--- src/rtl/core/gnd_pkg.sv ---
// ----------------------------------------------------------------------------
// gnd_pkg
// Shared types, constants and the neighborhood classification function for
// the grid neighborhood diff block.
// ----------------------------------------------------------------------------
package gnd_pkg;

	localparam int GRID_COLS   = 64;
	localparam int GRID_ROWS   = 64;
	localparam int FIELD_LIMIT = 64;
	localparam int COL_LIM     = (GRID_COLS < FIELD_LIMIT) ? GRID_COLS : FIELD_LIMIT;
	localparam int ROW_LIM     = (GRID_ROWS < FIELD_LIMIT) ? GRID_ROWS : FIELD_LIMIT;
	localparam int NB_SPAN     = 3;
	localparam int NB_CELLS    = NB_SPAN * NB_SPAN;
	localparam int COORD_W     = 6;
	localparam int SLOT_W      = $clog2(NB_CELLS);

	typedef logic [COORD_W-1:0]  coord_t;
	typedef logic [NB_CELLS-1:0] nb_mask_t;

	typedef enum logic [1:0] {
		KIND_REMOVE = 2'd0,
		KIND_ADD    = 2'd1,
		KIND_NONE   = 2'd2
	} kind_t;

	// Classified request: which neighborhood slots are reported, plus both centers
	typedef struct packed {
		nb_mask_t rem_mask;
		nb_mask_t add_mask;
		coord_t   old_col;
		coord_t   old_row;
		coord_t   new_col;
		coord_t   new_row;
	} item_t;

	// Slots around (ac,ar) that lie on the grid and not around (bc,br), row-major
	function automatic nb_mask_t nb_mask(coord_t ac, coord_t ar, coord_t bc, coord_t br);
		logic signed [7:0] c;
		logic signed [7:0] r;
		logic signed [7:0] dc;
		logic signed [7:0] dr;
		logic              on_grid;
		logic              near;
		nb_mask_t          m;
		m = '0;
		for (int dy = 0; dy < NB_SPAN; dy++) begin
			for (int dx = 0; dx < NB_SPAN; dx++) begin
				c  = $signed({2'b00, ac}) + $signed(8'(dx)) - 8'sd1;
				r  = $signed({2'b00, ar}) + $signed(8'(dy)) - 8'sd1;
				dc = c - $signed({2'b00, bc});
				dr = r - $signed({2'b00, br});
				on_grid = (c >= 8'sd0) && (r >= 8'sd0) &&
				          (c < $signed(8'(COL_LIM))) && (r < $signed(8'(ROW_LIM)));
				near = (dc >= -8'sd1) && (dc <= 8'sd1) && (dr >= -8'sd1) && (dr <= 8'sd1);
				m[dy*NB_SPAN + dx] = on_grid && !near;
			end
		end
		return m;
	endfunction

endpackage

--- src/rtl/core/gnd_front.sv ---
// ----------------------------------------------------------------------------
// gnd_front
// Accepts requests, works out the remove and add slot masks and hands the
// classified request to the queue.
// ----------------------------------------------------------------------------
module gnd_front import gnd_pkg::*; (
	input  logic   clk,
	input  logic   arst_n,
	input  logic   in_valid,
	output logic   in_ready,
	input  coord_t old_col,
	input  coord_t old_row,
	input  coord_t new_col,
	input  coord_t new_row,
	output logic   push_valid,
	input  logic   push_ready,
	output item_t  push_item
);

	logic  valid_s1;
	item_t item_s1;

	assign in_ready   = !valid_s1 || push_ready;
	assign push_valid = valid_s1;
	assign push_item  = item_s1;

	always_ff @(posedge clk or negedge arst_n) begin
		if (!arst_n) begin
			valid_s1 <= 1'b0;
		end else if (in_ready) begin
			valid_s1 <= in_valid;
		end
	end

	always_ff @(posedge clk) begin
		if (in_valid && in_ready) begin
			item_s1.rem_mask <= nb_mask(old_col, old_row, new_col, new_row);
			item_s1.add_mask <= nb_mask(new_col, new_row, old_col, old_row);
			item_s1.old_col  <= old_col;
			item_s1.old_row  <= old_row;
			item_s1.new_col  <= new_col;
			item_s1.new_row  <= new_row;
		end
	end

endmodule

--- src/rtl/core/gnd_queue.sv ---
// ----------------------------------------------------------------------------
// gnd_queue
// Two-entry queue between the classifier and the result sequencer.
// ----------------------------------------------------------------------------
module gnd_queue import gnd_pkg::*; (
	input  logic  clk,
	input  logic  arst_n,
	input  logic  push_valid,
	output logic  push_ready,
	input  item_t push_item,
	output logic  pop_valid,
	input  logic  pop_ready,
	output item_t pop_item
);

	item_t      mem_q [2];
	logic       wr_ptr_q;
	logic       rd_ptr_q;
	logic [1:0] count_q;
	logic       do_push;
	logic       do_pop;

	assign push_ready = (count_q != 2'd2);
	assign pop_valid  = (count_q != 2'd0);
	assign pop_item   = mem_q[rd_ptr_q];
	assign do_push    = push_valid && push_ready;
	assign do_pop     = pop_valid && pop_ready;

	always_ff @(posedge clk or negedge arst_n) begin
		if (!arst_n) begin
			wr_ptr_q <= 1'b0;
			rd_ptr_q <= 1'b0;
			count_q  <= 2'd0;
		end else begin
			if (do_push) begin
				wr_ptr_q <= !wr_ptr_q;
			end
			if (do_pop) begin
				rd_ptr_q <= !rd_ptr_q;
			end
			unique case ({do_push, do_pop})
				2'b10:   count_q <= count_q + 2'd1;
				2'b01:   count_q <= count_q - 2'd1;
				default: count_q <= count_q;
			endcase
		end
	end

	always_ff @(posedge clk) begin
		if (do_push) begin
			mem_q[wr_ptr_q] <= push_item;
		end
	end

endmodule

--- src/rtl/core/gnd_back.sv ---
// ----------------------------------------------------------------------------
// gnd_back
// Walks the slot masks of one request, one result per cycle unless stalled,
// removes first and adds after, into a registered output stage.
// ----------------------------------------------------------------------------
module gnd_back import gnd_pkg::*; (
	input  logic   clk,
	input  logic   arst_n,
	input  logic   pop_valid,
	output logic   pop_ready,
	input  item_t  pop_item,
	output logic   out_valid,
	input  logic   out_ready,
	output kind_t  change_kind,
	output coord_t cell_col,
	output coord_t cell_row,
	output logic   last
);

	logic              busy_q;
	item_t             cur_q;
	logic              out_valid_q;
	kind_t             kind_q;
	coord_t            col_q;
	coord_t            row_q;
	logic              last_q;

	logic              emit_en;
	logic              use_rem;
	nb_mask_t          sel_mask;
	logic [SLOT_W-1:0] slot;
	logic [1:0]        slot_dx;
	logic [1:0]        slot_dy;
	coord_t            base_col;
	coord_t            base_row;
	nb_mask_t          rem_next;
	nb_mask_t          add_next;
	logic              fin;
	kind_t             kind_d;
	coord_t            col_d;
	coord_t            row_d;

	assign emit_en = busy_q && (!out_valid_q || out_ready);
	assign use_rem = (cur_q.rem_mask != '0);
	assign sel_mask = use_rem ? cur_q.rem_mask : cur_q.add_mask;

	// Lowest set slot of the active mask
	always_comb begin
		slot = '0;
		for (int i = NB_CELLS - 1; i >= 0; i--) begin
			if (sel_mask[i]) begin
				slot = SLOT_W'(i);
			end
		end
	end

	always_comb begin
		if (slot >= SLOT_W'(2 * NB_SPAN)) begin
			slot_dy = 2'd2;
		end else if (slot >= SLOT_W'(NB_SPAN)) begin
			slot_dy = 2'd1;
		end else begin
			slot_dy = 2'd0;
		end
		slot_dx = 2'(slot - SLOT_W'(slot_dy) * SLOT_W'(NB_SPAN));
	end

	assign base_col = use_rem ? cur_q.old_col : cur_q.new_col;
	assign base_row = use_rem ? cur_q.old_row : cur_q.new_row;

	always_comb begin
		rem_next = cur_q.rem_mask;
		add_next = cur_q.add_mask;
		if (use_rem) begin
			rem_next[slot] = 1'b0;
		end else begin
			add_next[slot] = 1'b0;
		end
	end

	assign fin = emit_en && (rem_next == '0) && (add_next == '0);

	always_comb begin
		if (sel_mask == '0) begin
			kind_d = KIND_NONE;
			col_d  = '0;
			row_d  = '0;
		end else begin
			kind_d = use_rem ? KIND_REMOVE : KIND_ADD;
			col_d  = base_col + COORD_W'(slot_dx) - COORD_W'(1);
			row_d  = base_row + COORD_W'(slot_dy) - COORD_W'(1);
		end
	end

	// Load the next request when idle or while emitting the final result
	assign pop_ready = !busy_q || fin;

	always_ff @(posedge clk or negedge arst_n) begin
		if (!arst_n) begin
			busy_q      <= 1'b0;
			out_valid_q <= 1'b0;
		end else begin
			if (pop_ready) begin
				busy_q <= pop_valid;
			end
			if (emit_en) begin
				out_valid_q <= 1'b1;
			end else if (out_ready) begin
				out_valid_q <= 1'b0;
			end
		end
	end

	always_ff @(posedge clk) begin
		if (pop_valid && pop_ready) begin
			cur_q <= pop_item;
		end else if (emit_en) begin
			cur_q.rem_mask <= rem_next;
			cur_q.add_mask <= add_next;
		end
		if (emit_en) begin
			kind_q <= kind_d;
			col_q  <= col_d;
			row_q  <= row_d;
			last_q <= fin;
		end
	end

	assign out_valid   = out_valid_q;
	assign change_kind = kind_q;
	assign cell_col    = col_q;
	assign cell_row    = row_q;
	assign last        = last_q;

endmodule

--- src/rtl/core/grid_neighborhood_diff_top.sv ---
// ----------------------------------------------------------------------------
// grid_neighborhood_diff_top
// Reports the cells that leave and enter the 3x3 neighborhood when a
// position moves from an old to a new grid cell.
// ----------------------------------------------------------------------------
// Usage:
//   Input channel (in_valid/in_ready) carries old and new cell coordinates.
//   Output channel (out_valid/out_ready) carries one result per transfer:
//   removed cells in row-major order, then added cells, last set on the
//   final one; a single result of kind none when nothing differs.
//   Path: an accepted request passes the classifier register, the queue and
//   the sequencer before its first result reaches the output register.
//   Throughput: the result sequencer emits one result per cycle while the
//   output is not stalled; a request yields max(n, 1) results, n up to 18;
//   the next request is loaded in the cycle its predecessor ends, no gap.
//   A two-entry queue plus the classifier stage hold up to three requests
//   while the sequencer works, so in_ready stays high until they fill.
//   When the receiver stalls, the output register holds its result and the
//   sequencer waits; requests are taken until queue and classifier are full.
//   Reset (arst_n low) empties all stages; no memory needs clearing.
// ----------------------------------------------------------------------------
module grid_neighborhood_diff_top import gnd_pkg::*; (
	input  logic   clk,
	input  logic   arst_n,
	input  logic   in_valid,
	output logic   in_ready,
	input  coord_t old_col,
	input  coord_t old_row,
	input  coord_t new_col,
	input  coord_t new_row,
	output logic   out_valid,
	input  logic   out_ready,
	output kind_t  change_kind,
	output coord_t cell_col,
	output coord_t cell_row,
	output logic   last
);

	logic  push_valid;
	logic  push_ready;
	item_t push_item;
	logic  pop_valid;
	logic  pop_ready;
	item_t pop_item;

	gnd_front u_front (
		.clk        (clk),
		.arst_n     (arst_n),
		.in_valid   (in_valid),
		.in_ready   (in_ready),
		.old_col    (old_col),
		.old_row    (old_row),
		.new_col    (new_col),
		.new_row    (new_row),
		.push_valid (push_valid),
		.push_ready (push_ready),
		.push_item  (push_item)
	);

	gnd_queue u_queue (
		.clk        (clk),
		.arst_n     (arst_n),
		.push_valid (push_valid),
		.push_ready (push_ready),
		.push_item  (push_item),
		.pop_valid  (pop_valid),
		.pop_ready  (pop_ready),
		.pop_item   (pop_item)
	);

	gnd_back u_back (
		.clk         (clk),
		.arst_n      (arst_n),
		.pop_valid   (pop_valid),
		.pop_ready   (pop_ready),
		.pop_item    (pop_item),
		.out_valid   (out_valid),
		.out_ready   (out_ready),
		.change_kind (change_kind),
		.cell_col    (cell_col),
		.cell_row    (cell_row),
		.last        (last)
	);

`ifndef SYNTHESIS
	a_none_is_last: assert property (@(posedge clk) disable iff (!arst_n)
		(out_valid && change_kind == KIND_NONE) |-> (last && cell_col == '0 && cell_row == '0))
		else $error("no-change result must be a lone last result at the origin");

	a_kind_legal: assert property (@(posedge clk) disable iff (!arst_n)
		out_valid |-> (change_kind == KIND_REMOVE || change_kind == KIND_ADD ||
		               change_kind == KIND_NONE))
		else $error("illegal change kind on output");

	a_add_after_remove: assert property (@(posedge clk) disable iff (!arst_n)
		(out_valid && out_ready && !last && change_kind == KIND_ADD) |=>
		(!out_valid || change_kind == KIND_ADD))
		else $error("remove result followed an add within one run");

	a_ready_on_empty: assert property (@(posedge clk) disable iff (!arst_n)
		(!push_valid && !pop_valid) |-> in_ready)
		else $error("input stalled while classifier and queue are empty");
`endif

endmodule
--- config.mk ---
export PLATFORM = sky130hd
export DESIGN_NAME = grid_neighborhood_diff_top
export DESIGN_NICKNAME = d
export VERILOG_FILES = /design/src/rtl/core/gnd_pkg.sv /design/src/rtl/core/gnd_front.sv /design/src/rtl/core/gnd_queue.sv /design/src/rtl/core/gnd_back.sv /design/src/rtl/core/grid_neighborhood_diff_top.sv
export SDC_FILE = /design/constraint.sdc
export NUM_CORES = 1
export LEC_CHECK = 0
export BUFFER_PORTS_ARGS = -buffer_cell sky130_fd_sc_hd__buf_2
export CORE_ASPECT_RATIO = 0.75
export CORE_MARGIN = 2
export CORE_UTILIZATION = 55
export CTS_CLUSTER_DIAMETER = 80
export CTS_CLUSTER_SIZE = 40
export DETAILED_ROUTE_END_ITERATION = 7
export MAX_ROUTING_LAYER = met4
export PLACE_DENSITY = 0.78
export SLEW_MARGIN = 15
export SYNTH_ARGS = -nofsm -noshare
export SYNTH_HDL_FRONTEND = slang
export SYNTH_SLANG_ARGS = --single-unit
--- constraint.sdc ---
create_clock -name clk -period 7.7 [get_ports clk]
set_clock_uncertainty 0.2 [all_clocks]
set_input_delay 2.31 -clock clk [delete_from_list [all_inputs] [get_ports clk]]
set_output_delay 2.31 -clock clk [all_outputs]
set_load 0.005 [all_outputs]
==> metrics.yaml <==
status: "complete, no violations"
gr-usage-met1: 0.338
io_pins: 45
synth_edf_count: 183
crit_path_end_kind: "register"
tns_ps: 0
gr-usage-all-layers: 0.241
yosysUniqueCellTypes: 73
p_leak_nw: 5.66
syn_area_um2: 12900
hold_viol: 0
period_minus_slack_ps: 5700
synth_ff_type: "edfxtp_1"
worstSetupPathType: "input pin to register"
p_per_area_nw_per_um2: 219
slew_headroom: 0.295
fmax_mhz: 176
drtPass1Iterations: 5
syn_avg_cell_area_um2: 11.0
worstSkewPairLatency_ps: 440
final_antenna_net_count: 0
min_path_cells: 0
grt_max_degree: 44
cts_setup_buffers: 0
grt_pass1_vias: 8607
synth_nets: 1319
wirelength_um: 28000
dieArea_um2: 24700
cap_viol_max_count: 0
async_reset_ff_frac: 0.0368
initial_core_util: 0.561
ys_ff_latch: 190
cp_max_fo: 9
cts.repair.resized: 0
ys_seq_area_frac: 0.440
tightest_slew_ps: 1060
drv_slew: 0
yosysWarningCount: 0
hp-class: "register to register"
gp_congestion: 0.959
die_y_um: 137
nets: 1352
cts_hold_buf: 0
drc_errors: 0
period_share: 0.740
via_per_inst: 6.00
io_buffer_count: 44
utilization: 0.609
grtUsageMet2: 0.365
cts_buffers: 17
clk_pin_slew_worst_paths_ps: 80
power_mw: 3.06
route.vias.total: 9089
drt_iter0_markers: 924
arrival_ps: 5660
drive_gt1_frac: 0.106
die_width_um: 181
layout_commonest_cell: "edfxtp_1"
peakVddDrop_mv: 0.179
final_cell_mix: "edfxtp_1, ha_1, inv_1"
overflow: 0
setup_viol: 0
critPathRequiredTime_ps: 7660
syn_to_final_growth_pct: 8.52
coreArea_um2: 23000
root_buffer: "clkbuf_16"
grt.busiest_layer: "met2"
synthCells: 1168
routedWlPerCell_um: 18.5
dpl.hpwl_um: 20700
cts_tree: "done"
antenna_found_initial: 0
cts_sinks: 190
fp-row-count: 48
reg2reg_depth: 21
n_antenna_cell: 0
clock_path_buffers: 2
start_kind: "input pin"
met3_usage: 0.0386
htree_num_levels: 4
grt_pass1_wl_um: 45400
rsz0062_at_grt: "false"
worst max-delay path, stage by stage:
cell and delay [ps]:
buf_2 230, inv_1 230, ha_1 510, inv_1 160, fa_1 420, a21o_1 180
a21oi_1 230, o21bai_1 100, a21oi_1 220, xor2_1 190, nor4b_1 340, o21ai_0 140
a21oi_1 270, a211oi_1 130
area by class of cell:
type                       instances  area [um^2]
fill                            1813         9000
clock inverter                    15          181
tap                              300          375
sequential                       190         5670
multi-input combinational        860         6770
inverter                          82          308
clock buffer                      17          425
timing repair buffer              50          265
cells by family (layout without fill, tap and decap cells):
logic type / after synthesis / count (layout) / share of synthesized area
compound gates: 237 / 237 / 0.124
xor+xnor: 133 / 133 / 0.0903
fa+ha+maj: 123 / 123 / 0.127
buf+inv: 118 / 164 / 0.0363
flops: 190 / 190 / 0.440
mux: 79 / 79 / 0.0636
simple gates: 288 / 288 / 0.119
state kept, by name, summed over array words and instances (netlist names), 2 cells and up:
signal              flops
u_queue.count_q         2
u_queue.mem_q          84
u_back.cur_q           42
u_back.cell_col         6
u_front.push_item      42
u_back.change_kind      2
u_back.cell_row         6
power breakdown:
group	total, mW	internal [mW]	leakage, nW	switching [mW]
logic	0.748	0.290	3.63	0.459
clock network	0.881	0.443	0.295	0.438
registers	1.43	1.36	1.74	0.0681
total	3.06	2.09	5.66	0.965
routing by layer:
metal,up-vias,part of all wire
li1,4365,-
met1,4360,0.47
met2,328,0.45
met3,36,0.065
met4,0,0.015
met5,-,0
stage by stage:
stage | hold WS [ps] | worst slack (ps) | cells | cell area, um^2
6_report | 247 | 2000 | 1514 | 14000
5_1_grt | 255 | 1660 | 1514 | 14000
4_1_cts | 243 | 2060 | 1514 | 14000
3_5_place_dp | 229 | 1580 | 1482 | 13400
3_3_place_gp | 225 | 1700 | 1482 | 13400
2_1_floorplan | 221 | 2040 | 1168 | 12900
cells in the mapped netlist, types with 7 or more instances:
cell type | count | share of area
edfxtp_1 | 183 | 0.43
mux2i_1 | 55 | 0.043
inv_1 | 78 | 0.023
nor2_1 | 61 | 0.018
mux2_2 | 24 | 0.021
dfrtp_1 | 7 | 0.014
nand2b_1 | 17 | 0.0082
nand3_1 | 27 | 0.010
a21oi_1 | 56 | 0.022
and2_1 | 7 | 0.0034
xor2_1 | 57 | 0.039
or3_1 | 9 | 0.0044
nor2b_1 | 18 | 0.0087
nand4_1 | 11 | 0.0053
o21ai_0 | 41 | 0.016
and3_1 | 17 | 0.0082
fa_1 | 14 | 0.022
nand2_1 | 56 | 0.016
nor3_1 | 29 | 0.011
o21bai_1 | 15 | 0.0087
or2_2 | 7 | 0.0034
clkbuf_1 | 31 | 0.0090
a211oi_1 | 25 | 0.015
a21o_1 | 33 | 0.019
a21boi_0 | 11 | 0.0064
ha_1 | 109 | 0.11
xnor2_1 | 76 | 0.052
path summary, 6_finish.rpt:
kind	start	endpoint	slack, ps
setup / recovery	old_row[1]	u_front.push_item[34]	2000
hold / removal	u_front.push_item[5]	u_queue.mem_q[1][5]	250
setup reg to reg	u_back.cur_q[33]	u_back.cell_col[5]	2580
hold reg to reg	u_front.push_item[5]	u_queue.mem_q[1][5]	250
max in group asynchronous	arst_n	u_queue.wr_ptr_q	5640
min in group asynchronous	arst_n	u_back.out_valid	1490
Power figures use the tool's default switching activity.
